[src/rtl/jmrd_pkg.sv]
// ---------------------------------------------------------------------------
// jmrd_pkg
// Widths, register map, reset values and direction codes of the ramp drive.
// ---------------------------------------------------------------------------
`timescale 1ns / 1ps

package jmrd_pkg;

    localparam int SAMPLE_W  = 12;
    localparam int DZ_W      = 11;
    localparam int DUTY_W    = 12;
    localparam int STEP_W    = 16;
    localparam int FRAC_BITS = 8;
    localparam int RUN_W     = DUTY_W + FRAC_BITS + 2;
    localparam int DIFF_W    = RUN_W + 1;
    localparam int PROD_W    = SAMPLE_W + DUTY_W;

    localparam int ADDR_W    = 4;
    localparam int DATA_W    = 32;
    localparam int REG_IDX_W = 2;

    localparam logic [REG_IDX_W-1:0] REG_REST_LEVEL = 2'd0;
    localparam logic [REG_IDX_W-1:0] REG_DEADBAND   = 2'd1;
    localparam logic [REG_IDX_W-1:0] REG_DUTY_LIMIT = 2'd2;
    localparam logic [REG_IDX_W-1:0] REG_MAX_STEP   = 2'd3;

    localparam logic [SAMPLE_W-1:0] RST_REST_LEVEL = SAMPLE_W'(2047);
    localparam logic [DZ_W-1:0]     RST_DEADBAND   = DZ_W'(100);
    localparam logic [DUTY_W-1:0]   RST_DUTY_LIMIT = DUTY_W'(840);
    localparam logic [STEP_W-1:0]   RST_MAX_STEP   = STEP_W'(538);

    // +1.0 and -1.0 in running-duty fixed point
    localparam logic signed [RUN_W-1:0] RUN_ONE  = RUN_W'(1 << FRAC_BITS);
    localparam logic signed [RUN_W-1:0] RUN_MONE = RUN_W'(-(1 << FRAC_BITS));

    typedef enum logic [1:0] {
        DIR_STOP = 2'd0,
        DIR_CW   = 2'd1,
        DIR_CCW  = 2'd2
    } dir_t;

endpackage

[src/rtl/jmrd_mul.sv]
// ---------------------------------------------------------------------------
// jmrd_mul
// Bit-serial unsigned shift-add multiplier, one multiplier bit per cycle.
// ---------------------------------------------------------------------------
`timescale 1ns / 1ps

module jmrd_mul
    import jmrd_pkg::*;
(
    input  logic                aclk,
    input  logic                aresetn,
    input  logic                start,
    input  logic [SAMPLE_W-1:0] mcand,
    input  logic [DUTY_W-1:0]   mplier,
    output logic                done,
    output logic [PROD_W-1:0]   product
);

    localparam int CNT_W = $clog2(DUTY_W);

    logic                busy_reg;
    logic                done_reg;
    logic [CNT_W-1:0]    cnt_reg;
    logic [SAMPLE_W-1:0] mcand_reg;
    logic [SAMPLE_W-1:0] hi_reg;
    logic [DUTY_W-1:0]   lo_reg;
    logic [SAMPLE_W:0]   sum_next;

    // add partial product on LSB, then shift the pair right
    assign sum_next = lo_reg[0] ? ({1'b0, hi_reg} + {1'b0, mcand_reg}) : {1'b0, hi_reg};

    always_ff @(posedge aclk) begin
        if (!aresetn) begin
            busy_reg <= 1'b0;
            done_reg <= 1'b0;
            cnt_reg  <= '0;
        end else begin
            done_reg <= 1'b0;
            if (start) begin
                busy_reg <= 1'b1;
                cnt_reg  <= '0;
            end else if (busy_reg) begin
                cnt_reg <= cnt_reg + CNT_W'(1);
                if (cnt_reg == CNT_W'(DUTY_W - 1)) begin
                    busy_reg <= 1'b0;
                    done_reg <= 1'b1;
                end
            end
        end
    end

    always_ff @(posedge aclk) begin
        if (start) begin
            mcand_reg <= mcand;
            hi_reg    <= '0;
            lo_reg    <= mplier;
        end else if (busy_reg) begin
            hi_reg <= sum_next[SAMPLE_W:1];
            lo_reg <= {sum_next[0], lo_reg[DUTY_W-1:1]};
        end
    end

    assign done    = done_reg;
    assign product = {hi_reg, lo_reg};

endmodule

[src/rtl/jmrd_div.sv]
// ---------------------------------------------------------------------------
// jmrd_div
// Restoring divider, one quotient bit per cycle, MSB first.
// ---------------------------------------------------------------------------
`timescale 1ns / 1ps

module jmrd_div
    import jmrd_pkg::*;
(
    input  logic                aclk,
    input  logic                aresetn,
    input  logic                start,
    input  logic [PROD_W-1:0]   dividend,
    input  logic [SAMPLE_W-1:0] divisor,
    output logic                done,
    output logic [PROD_W-1:0]   quotient
);

    localparam int CNT_W = $clog2(PROD_W);

    logic                busy_reg;
    logic                done_reg;
    logic [CNT_W-1:0]    cnt_reg;
    logic [SAMPLE_W-1:0] den_reg;
    logic [SAMPLE_W-1:0] rem_reg;
    logic [PROD_W-1:0]   num_reg;     // dividend in, quotient out
    logic [SAMPLE_W:0]   trial;
    logic [SAMPLE_W:0]   diff;
    logic                fits;
    logic [SAMPLE_W-1:0] rem_next;

    assign trial    = {rem_reg, num_reg[PROD_W-1]};
    assign diff     = trial - {1'b0, den_reg};
    assign fits     = (trial >= {1'b0, den_reg});
    assign rem_next = fits ? diff[SAMPLE_W-1:0] : trial[SAMPLE_W-1:0];

    always_ff @(posedge aclk) begin
        if (!aresetn) begin
            busy_reg <= 1'b0;
            done_reg <= 1'b0;
            cnt_reg  <= '0;
        end else begin
            done_reg <= 1'b0;
            if (start) begin
                busy_reg <= 1'b1;
                cnt_reg  <= '0;
            end else if (busy_reg) begin
                cnt_reg <= cnt_reg + CNT_W'(1);
                if (cnt_reg == CNT_W'(PROD_W - 1)) begin
                    busy_reg <= 1'b0;
                    done_reg <= 1'b1;
                end
            end
        end
    end

    always_ff @(posedge aclk) begin
        if (start) begin
            den_reg <= divisor;
            rem_reg <= '0;
            num_reg <= dividend;
        end else if (busy_reg) begin
            rem_reg <= rem_next;
            num_reg <= {num_reg[PROD_W-2:0], fits};
        end
    end

    assign done     = done_reg;
    assign quotient = num_reg;

endmodule

[src/rtl/joystick_motor_ramp_drive.sv]
// ---------------------------------------------------------------------------
// joystick_motor_ramp_drive
// Joystick sample to bridge drive: dead zone, scaled duty, slew-limited ramp.
// ---------------------------------------------------------------------------
//
//  Channel  Dir  Handshake               Payload
//  s_       in   s_valid / s_ready       s_sample
//  m_       out  m_valid / m_ready       m_req_duty, m_drive_direction,
//                                        m_compare_value, m_drive_a, m_drive_b
//  APB      in   psel / penable / pready paddr, pwrite, pwdata, prdata
//
//  A sample outside the dead zone passes from accept through the map state, the
//  serial multiplier, the serial divider (one quotient bit a cycle), the ramp
//  states RAMP and STEP and the result state. Inside the dead zone or with
//  centre not above it the multiply/divide is skipped.
//  One beat in flight; s_ready returns the cycle after the result is loaded,
//  and a new beat is taken while the last result waits on m_.
//  Synchronous active-low reset restores register defaults and zero duty.
//  A stalled m_ port holds the block in its result state until the slot frees.
//
// ---------------------------------------------------------------------------
`timescale 1ns / 1ps

module joystick_motor_ramp_drive
    import jmrd_pkg::*;
(
    input  logic                aclk,
    input  logic                aresetn,

    input  logic                s_valid,
    output logic                s_ready,
    input  logic [SAMPLE_W-1:0] s_sample,

    output logic                m_valid,
    input  logic                m_ready,
    output logic [DUTY_W-1:0]   m_req_duty,
    output logic [1:0]          m_drive_direction,
    output logic [DUTY_W-1:0]   m_compare_value,
    output logic                m_drive_a,
    output logic                m_drive_b,

    input  logic                psel,
    input  logic                penable,
    input  logic                pwrite,
    input  logic [ADDR_W-1:0]   paddr,
    input  logic [DATA_W-1:0]   pwdata,
    output logic [DATA_W-1:0]   prdata,
    output logic                pready
);

    // one-hot sequencer
    typedef enum logic [6:0] {
        ST_IDLE   = 7'b0000001,
        ST_MAP    = 7'b0000010,
        ST_MUL    = 7'b0000100,
        ST_DIV    = 7'b0001000,
        ST_RAMP   = 7'b0010000,
        ST_STEP   = 7'b0100000,
        ST_FINISH = 7'b1000000
    } state_t;

    state_t state_reg;
    state_t state_next;

    // ---------------------------------------------------------------------
    // Configuration registers
    // ---------------------------------------------------------------------
    logic [SAMPLE_W-1:0]  rest_level_reg;
    logic [DZ_W-1:0]      deadband_reg;
    logic [DUTY_W-1:0]    duty_limit_reg;
    logic [STEP_W-1:0]    max_step_reg;
    logic [REG_IDX_W-1:0] reg_idx;
    logic                 cfg_wr;

    assign reg_idx = paddr[ADDR_W-1:2];
    assign cfg_wr  = psel && penable && pwrite;
    assign pready  = 1'b1;

    always_ff @(posedge aclk) begin
        if (!aresetn) begin
            rest_level_reg <= RST_REST_LEVEL;
            deadband_reg   <= RST_DEADBAND;
            duty_limit_reg <= RST_DUTY_LIMIT;
            max_step_reg   <= RST_MAX_STEP;
        end else if (cfg_wr) begin
            case (reg_idx)
                REG_REST_LEVEL: rest_level_reg <= pwdata[SAMPLE_W-1:0];
                REG_DEADBAND:   deadband_reg   <= pwdata[DZ_W-1:0];
                REG_DUTY_LIMIT: duty_limit_reg <= pwdata[DUTY_W-1:0];
                REG_MAX_STEP:   max_step_reg   <= pwdata[STEP_W-1:0];
                default: begin
                end
            endcase
        end
    end

    always_comb begin
        case (reg_idx)
            REG_REST_LEVEL: prdata = DATA_W'(rest_level_reg);
            REG_DEADBAND:   prdata = DATA_W'(deadband_reg);
            REG_DUTY_LIMIT: prdata = DATA_W'(duty_limit_reg);
            REG_MAX_STEP:   prdata = DATA_W'(max_step_reg);
            default:        prdata = '0;
        endcase
    end

    // ---------------------------------------------------------------------
    // Handshakes
    // ---------------------------------------------------------------------
    logic s_fire;
    logic m_valid_reg;
    logic out_free;

    assign s_ready  = (state_reg == ST_IDLE);
    assign s_fire   = s_valid && s_ready;
    assign out_free = !m_valid_reg || m_ready;

    // ---------------------------------------------------------------------
    // Map stage: offset from centre, dead-zone test
    // ---------------------------------------------------------------------
    logic [SAMPLE_W-1:0] sample_reg;
    logic                pos;
    logic [SAMPLE_W-1:0] mag;
    logic [SAMPLE_W-1:0] dz_ext;
    logic                active;     // outside the dead zone
    logic                scaled;     // centre above dead zone -> divide
    logic [SAMPLE_W-1:0] mag_dz;

    assign pos    = (sample_reg > rest_level_reg);
    assign mag    = pos ? (sample_reg - rest_level_reg) : (rest_level_reg - sample_reg);
    assign dz_ext = SAMPLE_W'(deadband_reg);
    assign active = (mag >= dz_ext);
    assign scaled = (rest_level_reg > dz_ext);
    assign mag_dz = mag - dz_ext;

    // ---------------------------------------------------------------------
    // Serial multiply then divide: (mag - dz) * limit / (centre - dz)
    // ---------------------------------------------------------------------
    logic                mul_start;
    logic                mul_done;
    logic [PROD_W-1:0]   product;
    logic                div_done;
    logic [PROD_W-1:0]   quotient;
    logic [SAMPLE_W-1:0] den_reg;

    assign mul_start = (state_reg == ST_MAP) && active && scaled;

    jmrd_mul u_mul (
        .aclk    (aclk),
        .aresetn (aresetn),
        .start   (mul_start),
        .mcand   (mag_dz),
        .mplier  (duty_limit_reg),
        .done    (mul_done),
        .product (product)
    );

    jmrd_div u_div (
        .aclk     (aclk),
        .aresetn  (aresetn),
        .start    (mul_done),
        .dividend (product),
        .divisor  (den_reg),
        .done     (div_done),
        .quotient (quotient)
    );

    // ---------------------------------------------------------------------
    // Ramp: signed target, slew clamp, stop band
    // ---------------------------------------------------------------------
    logic                     pos_reg;
    logic [DUTY_W-1:0]        tgt_reg;
    logic [DUTY_W-1:0]        tgt_clamped;
    logic signed [DIFF_W-1:0] tgt_ext;
    logic signed [DIFF_W-1:0] tgt_signed;
    logic signed [DIFF_W-1:0] run_ext;
    logic signed [DIFF_W-1:0] diff_next;
    logic signed [DIFF_W-1:0] diff_reg;
    logic signed [DIFF_W-1:0] step_pos;
    logic signed [DIFF_W-1:0] step_neg;
    logic signed [DIFF_W-1:0] delta;
    logic signed [DIFF_W-1:0] run_sum;
    logic signed [RUN_W-1:0]  run_reg;
    logic signed [RUN_W-1:0]  run_neg;
    logic                     go_cw;
    logic                     go_ccw;
    dir_t                     dir_next;
    logic [DUTY_W-1:0]        cmp_next;

    assign tgt_clamped = (quotient > PROD_W'(duty_limit_reg)) ? duty_limit_reg
                                                             : quotient[DUTY_W-1:0];

    assign tgt_ext    = $signed({{(DIFF_W-DUTY_W-FRAC_BITS){1'b0}}, tgt_reg,
                                 {FRAC_BITS{1'b0}}});
    assign tgt_signed = pos_reg ? tgt_ext : -tgt_ext;
    assign run_ext    = $signed({{(DIFF_W-RUN_W){run_reg[RUN_W-1]}}, run_reg});
    assign diff_next  = tgt_signed - run_ext;

    assign step_pos = $signed({{(DIFF_W-STEP_W){1'b0}}, max_step_reg});
    assign step_neg = -step_pos;

    always_comb begin
        if (diff_reg > step_pos) begin
            delta = step_pos;
        end else if (diff_reg < step_neg) begin
            delta = step_neg;
        end else begin
            delta = diff_reg;
        end
    end

    assign run_sum = run_ext + delta;

    // classification of the updated running duty
    assign run_neg = -run_reg;
    assign go_cw   = (run_reg > RUN_ONE);
    assign go_ccw  = (run_reg < RUN_MONE);

    always_comb begin
        if (go_cw) begin
            dir_next = DIR_CW;
            cmp_next = run_reg[FRAC_BITS+DUTY_W-1:FRAC_BITS];
        end else if (go_ccw) begin
            dir_next = DIR_CCW;
            cmp_next = run_neg[FRAC_BITS+DUTY_W-1:FRAC_BITS];
        end else begin
            dir_next = DIR_STOP;
            cmp_next = '0;
        end
    end

    // ---------------------------------------------------------------------
    // Sequencer
    // ---------------------------------------------------------------------
    always_comb begin
        state_next = state_reg;
        case (state_reg)
            ST_IDLE:   if (s_fire) state_next = ST_MAP;
            ST_MAP:    state_next = mul_start ? ST_MUL : ST_RAMP;
            ST_MUL:    if (mul_done) state_next = ST_DIV;
            ST_DIV:    if (div_done) state_next = ST_RAMP;
            ST_RAMP:   state_next = ST_STEP;
            ST_STEP:   state_next = ST_FINISH;
            ST_FINISH: if (out_free) state_next = ST_IDLE;
            default:   state_next = ST_IDLE;
        endcase
    end

    always_ff @(posedge aclk) begin
        if (!aresetn) begin
            state_reg   <= ST_IDLE;
            run_reg     <= '0;
            m_valid_reg <= 1'b0;
        end else begin
            state_reg <= state_next;
            if (state_reg == ST_STEP) begin
                run_reg <= run_sum[RUN_W-1:0];
            end
            if ((state_reg == ST_FINISH) && out_free) begin
                m_valid_reg <= 1'b1;
                // inside the +/-1.0 band the ramp restarts from zero
                if (!go_cw && !go_ccw) begin
                    run_reg <= '0;
                end
            end else if (m_ready) begin
                m_valid_reg <= 1'b0;
            end
        end
    end

    // payload, no reset
    logic [DUTY_W-1:0] m_req_duty_reg;
    logic [1:0]        m_drive_direction_reg;
    logic [DUTY_W-1:0] m_compare_value_reg;
    logic              m_drive_a_reg;
    logic              m_drive_b_reg;

    always_ff @(posedge aclk) begin
        if (s_fire) begin
            sample_reg <= s_sample;
        end
        if (state_reg == ST_MAP) begin
            pos_reg <= pos;
            den_reg <= rest_level_reg - dz_ext;
            tgt_reg <= active ? duty_limit_reg : '0;
        end
        if ((state_reg == ST_DIV) && div_done) begin
            tgt_reg <= tgt_clamped;
        end
        if (state_reg == ST_RAMP) begin
            diff_reg <= diff_next;
        end
        if ((state_reg == ST_FINISH) && out_free) begin
            m_req_duty_reg        <= tgt_reg;
            m_drive_direction_reg <= dir_next;
            m_compare_value_reg   <= cmp_next;
            m_drive_a_reg         <= go_cw;
            m_drive_b_reg         <= go_ccw;
        end
    end

    assign m_valid           = m_valid_reg;
    assign m_req_duty        = m_req_duty_reg;
    assign m_drive_direction = m_drive_direction_reg;
    assign m_compare_value   = m_compare_value_reg;
    assign m_drive_a         = m_drive_a_reg;
    assign m_drive_b         = m_drive_b_reg;

endmodule

[config.mk]
export PLATFORM = sky130hd
export DESIGN_NAME = joystick_motor_ramp_drive
export DESIGN_NICKNAME = d
export VERILOG_FILES = /design/src/rtl/jmrd_pkg.sv /design/src/rtl/jmrd_mul.sv /design/src/rtl/jmrd_div.sv /design/src/rtl/joystick_motor_ramp_drive.sv
export SDC_FILE = /design/constraint.sdc
export NUM_CORES = 1
export LEC_CHECK = 0
export BUFFER_PORTS_ARGS = -buffer_cell sky130_fd_sc_hd__buf_2
export CORE_AREA = 2 2 175 177
export DETAILED_ROUTE_END_ITERATION = 16
export DIE_AREA = 0 0 177 179
export PLACE_DENSITY = 0.75
export SETUP_SLACK_MARGIN = 0.1
export SYNTH_ARGS = -nofsm -noshare
export SYNTH_HDL_FRONTEND = slang
export SYNTH_SLANG_ARGS = --single-unit
[constraint.sdc]
create_clock -name aclk -period 8.5 [get_ports aclk]
set_input_delay 1.7 -clock aclk [delete_from_list [all_inputs] [get_ports aclk]]
set_output_delay 1.7 -clock aclk [all_outputs]
set_load 0.01 [all_outputs]
Word-level counts from Yosys, hierarchy flattened
Cells that the tools add are included.
{ "classes": {"addsub": 13, "mul": 0, "n_div": 0, "n_lt_le_gt_ge": 9, "n_eq_ne": 16, "shift": 0, "n_mux": 37, "bitwise_logic": 3, "n_reduce_logical": 26} }
{ "ops": {"columns": ["op", "n"], "rows": [
  ["32-bit case mux with 4 select lines", 1],
  ["12-bit two-way mux", 10],
  ["22-bit two-way mux", 5],
  ["7-bit case mux with 7 select lines", 1],
  ["24-bit two-way mux", 2],
  ["12-bit subtractor", 3],
  ["7-bit two-way mux", 4],
  ["24-bit by 12-bit greater-than comparator with 1-bit output", 1],
  ["12-bit by 11-bit subtractor with 12-bit output", 2],
  ["23-bit by 17-bit greater-than comparator with 1-bit output", 1],
  ["23-bit < comparator", 1],
  ["23-bit two-way mux", 1],
  ["16-bit negation with 23-bit output", 1],
  ["20-bit negation with 23-bit output", 1],
  ["23-bit by 22-bit subtractor with 23-bit output", 1],
  ["22-bit adder", 1],
  ["22-bit by 10-bit greater-than comparator with 1-bit output, second input constant", 1],
  ["22-bit by 9-bit < comparator with 1-bit output, second input constant", 1],
  ["20-bit negation", 1],
  ["12-bit by 12-bit adder with 13-bit output", 1],
  ["13-bit by 12-bit greater-or-equal comparator with 1-bit output", 1],
  ["13-bit two-way mux", 1],
  ["12-bit by 11-bit greater-or-equal comparator with 1-bit output", 1],
  ["12-bit by 11-bit greater-than comparator with 1-bit output", 1],
  ["other kinds (29)", 60]
]} }
{ "word_totals": {"regBits": 266, "latch_bits": 0, "ram_bits": 0, "mem_bits_ro": 0, "output_inout_bits": 63, "n_memories": 0} }

Longest topological paths before layout
{ "logic_depth": {"word_depth": 8, "mapped_depth": 33} }

By module
From an unflattened synthesis, not the netlist that was laid out.
{ "unflattened": {"hier_cells": 1868, "area_unflattened_um2": 17478.0} }
{ "by_module_without_submodules": {"columns": ["module", "instances", "cells_per_inst", "area_per_inst_um2"], "rows": [
  ["joystick_motor_ramp_drive", 1, 1432, 12489.5],
  ["jmrd_div", 1, 242, 2806.4],
  ["jmrd_mul", 1, 194, 2182.1]
]} }

Least setup slack after synthesis
OpenSTA, ideal clock, no wires.
{ "synth_path": {"kind": "register -> register", "from": "register max_step_reg[1]", "to": "register run_reg[21]", "setup_ps": 72, "arrival_ps": 6176, "slack_ps": 2252, "stages_incl_launch_ff": 30, "period_less_slack_ps": 6248, "cell_sequence": "dfxtp_1 inv_1 ha_1 nand2_1 nor3_1 nand2_1 nor2_1 nand4_1 nor3_1 ha_1 nand4_1 nor4_1 a222oi_1 or3b_1 or3_1 and2_1 buf_2 buf_4 mux2i_1 o21ai_0 ha_1 a211oi_1 o21ai_0 a21oi_1 o31ai_1 a21oi_1 nor3_1 or3_1 mux2i_1 mux2i_1"} }
{ "synth_via": {"elab_chain_len": 8, "elab_cells_between_ends": 9, "classes_between": "2 x add/sub; 2 x order compare; 5 x mux"} }
{ "synth_lines": {"columns": ["item", "line", "text"], "rows": [
  ["start, declared", "joystick_motor_ramp_drive.sv:71", "logic [STEP_W-1:0] max_step_reg;"],
  ["start signal, assigned", "joystick_motor_ramp_drive.sv:90", "REG_MAX_STEP: max_step_reg <= pwdata[STEP_W-1:0];"],
  ["16-bit negation with 23-bit output", "joystick_motor_ramp_drive.sv:200", "assign step_neg = -step_pos;"],
  ["23-bit < comparator", "joystick_motor_ramp_drive.sv:205", "end else if (diff_reg < step_neg) begin"],
  ["22-bit two-way mux", "joystick_motor_ramp_drive.sv:205", null],
  ["22-bit two-way mux (*)", "joystick_motor_ramp_drive.sv:203", "if (diff_reg > step_pos) begin"],
  ["22-bit adder (*)", "joystick_motor_ramp_drive.sv:212", "assign run_sum = run_ext + delta;"],
  ["22-bit two-way mux (*)", "joystick_motor_ramp_drive.sv:256", "if (state_reg == ST_STEP) begin"],
  ["22-bit two-way mux", "joystick_motor_ramp_drive.sv:262", "if (!go_cw && !go_ccw) begin"],
  ["22-bit two-way mux (*)", "joystick_motor_ramp_drive.sv:259", "if ((state_reg == ST_FINISH) && out_free) begin"],
  ["end signal, assigned", "joystick_motor_ramp_drive.sv:257", "run_reg <= run_sum[RUN_W-1:0];"],
  ["end, declared", "joystick_motor_ramp_drive.sv:183", "logic signed [RUN_W-1:0] run_reg;"]
]} }
Mark *: on every way between the ends. The rest lies on a longest branch, timed or not.
A chain may end at the register's enable or synchronous reset.

Worst setup path in the final report
Same ends and word-level chain as after synthesis.

==> impl_metrics.csv <==
group,metric,value,unit
logic_synthesis,syn_inst,1857,
routing,vias_per_cell,5.96,
routing,drc,0,
logic_synthesis,yosys.area_share.adder,0.122,
critical_path,arrival,7820,ps
pwr,peakVddDrop,0.000209,V
critical_path,crit_type,"reg -> reg",
critical_path,setup.worst_path.start_class,"flop",
logic_synthesis,synth_seq_cells,266,
clocking,post_cts_buffers,0,
floorplan,start_util,0.587,
floorplan,rows,64,
global_routing,antenna_found_initial,0,
placement,routabilityCongestion,0.957,
routing,antenna_left,0,
logic_synthesis,yosys-top-cells-area,"edfxtp_1 (25%), dfxtp_1 (13%), ha_1 (11%)",
global_routing,grt_pass1_vias,13100,
clocking,clockBufferDepth,3,
cells_and_area,antenna_cells,0,
routing,wire_per_inst,18.8,µm
global_routing,grt_remaining_overflow,0,
timing,rsz0062_at_grt,"no",
global_routing,grt_pass1_wl,69.6,mm
floorplan,die_w,177,µm
critical_path,critPathSlowestCell,"and2_1",
logic_synthesis,synth_cell_types,79,
timing,finClkSkew,26.3,ps
logic_synthesis,synthSimpleGateAreaFrac,0.147,
critical_path,critPathMaxStageDelay,610,ps
routing,dr.pass1.iters,7,
clocking,path_clk_slew,70,ps
logic_synthesis,yosys.area_share.xor_xnor,0.0577,
logic_synthesis,synth_top_cell_by_area,"edfxtp_1",
placement,dp_hpwl,33.2,mm
logic_synthesis,synth_top_family_by_area,"compound AO/OA/AOI/OAI gates",
logic_synthesis,synth-edff-count,148,
clocking,cts_tree,"built",
timing,period_minus_slack,7320,ps
floorplan,die_height,179,µm
timing,tns,0,ps
routing,routed_wl,43.9,mm
logic_synthesis,synth_area,17600,µm²
cells_and_area,utilization,0.642,
logic_synthesis,synth_top_cell_area_share,0.252,
cells_and_area,drive_above_1_share,0.120,
cells_and_area,nets,2140,
placement,io_buffers,82,
critical_path,path_max_fanout,22,
logic_synthesis,syn_area_per_cell,9.48,µm²
timing,relSlewSlack,0.222,
clocking,hold_buffers,0,
timing,slew_viol_final,0,
clocking,cts_sinks,266,
logic_synthesis,async_reset_ff_frac,0,
clocking,cts-htree-levels,1,
timing,fin_crit_sh,0.862,
global_routing,track_usage,0.278,
run_status,status,"complete, no violations",
cells_and_area,syn2layout_area_growth,9.48,%
clocking,cts-root-buf,"clkbuf_16",
logic_synthesis,ys_warn_count,0,
pwr,power.density,214,nW/µm²
clocking,clkLatencyLatePin,570,ps
logic_synthesis,synth.area.mux_share,0.0726,
logic_synthesis,ys_seq_area_frac,0.386,
clocking,ctsResizeCount,0,
cells_and_area,largest_reg_flops,24,
min_path,worstHoldPathType,"reg -> reg",
floorplan,core,30000,µm²
floorplan,dieArea,31700,µm²
timing,timing.final.hold_violations,0,
timing,worst_pin_slew,1160,ps
pwr,p_leak,7.87,nW
critical_path,required,9000,ps
timing,setup_viol,0,
timing,max_freq,0.137,GHz
floorplan,ios,118,
routing,dr_total_vias,13900,
global_routing,grt_max_degree,68,
logic_synthesis,synth_compound_area_frac,0.157,
critical_path,crit_path_end_kind,"flop",
pwr,total_power,4.14,mW
routing,drtIter0Drc,1097,
clocking,cts_made_buffers,29,
logic_synthesis,synthFlopType,"edfxtp_1",
job,maxCapViolations,0,
logic make-up (layout without fill, tap and decap cells):
kind of cell,after synthesis,in the layout
AO/OA/AOI/OAI,423,423
XOR/XNOR,116,116
adder cells (fa/ha/maj),167,167
buffers and inverters,234,303
flip-flops,266,266
multiplexers,106,106
other,2,17
AND/OR/NAND/NOR,543,543
metrics by stage:
step / setup slack, ps / hold WS, ps / instance area, µm² / std cells
floorplan: 2250 / 400 / 17700 / 1872
global placement: 1430 / 405 / 18300 / 2283
detailed placement: 1270 / 405 / 18300 / 2283
CTS: 1260 / 420 / 19300 / 2337
global route: 511 / 425 / 19300 / 2337
finish: 1180 / 416 / 19300 / 2337
power breakdown:
part           switching [mW]  internal [mW]  total [mW]
registers              0.0985           1.53        1.63
logic                   0.691          0.513        1.20
clock network           0.551          0.756        1.31
path summary, 6_finish.rpt:
path,start,cells past startpoint,slack [ps],to
setup / recovery,max_step_reg[1],29,1180,run_reg[21]
hold reg to reg,den_reg[1],0,420,u_div.den_reg[1]
hold / removal,den_reg[1],0,420,u_div.den_reg[1]
setup reg to reg,max_step_reg[1],29,1180,run_reg[21]
layer usage:
layer	track usage	vias up	part of all wire
li1	-	6758	-
met1	0.383	6663	0.45
met2	0.462	441	0.47
met3	0.0437	60	0.067
met4	0.0627	0	0.018
met5	0	-	0
cell usage after synthesis, drive strengths merged (4+ instances only):
cell	number
a211oi	33
xor2	40
and2	6
nand4	29
nand3	28
mux4	11
nor3	43
nor2b	33
ha	160
a21boi	31
o21a	16
a21oi	128
nand4b	5
or2	13
nor2	152
buf	38
o21ai	58
o31ai	7
dfxtp	118
and3	15
a2111oi	4
o22ai	9
nand2b	10
nor4	16
inv	153
mux2i	55
edfxtp	148
o21bai	9
o221ai	4
a211o	4
mux2	40
nand3b	4
nor3b	9
fa	7
or3	13
a31oi	21
clkbuf	43
a21o	42
o211ai	31
nand2	162
xnor2	76
layout by cell type (no fill, tap or decap), drive strengths merged, types with 36 or more instances in the layout:
master,count
a21o,42
a21oi,128
buf,96
clkbuf,36
dfxtp,118
edfxtp,148
ha,160
inv,158
mux2,40
mux2i,55
nand2,162
nor2,152
nor3,43
o21ai,58
xnor2,76
xor2,40
worst max-delay path: cells and delay by family, from the launching register on:
family          cells  cell delay, ps
mux                 3             730
flops               1             360
buf+inv             3             690
compound gates      6            1270
fa+ha+maj           3             930
simple gates       14            3270
area by class of cell:
class	instances	area, µm²
repair buffers	96	515
well taps	396	495
multi-input cells	1372	9890
clock buffers	36	825
clock inverters	18	173
flip-flops and latches	266	6810
inverters	153	574
fillers	2448	10700
Power figures use the tool's default switching activity.
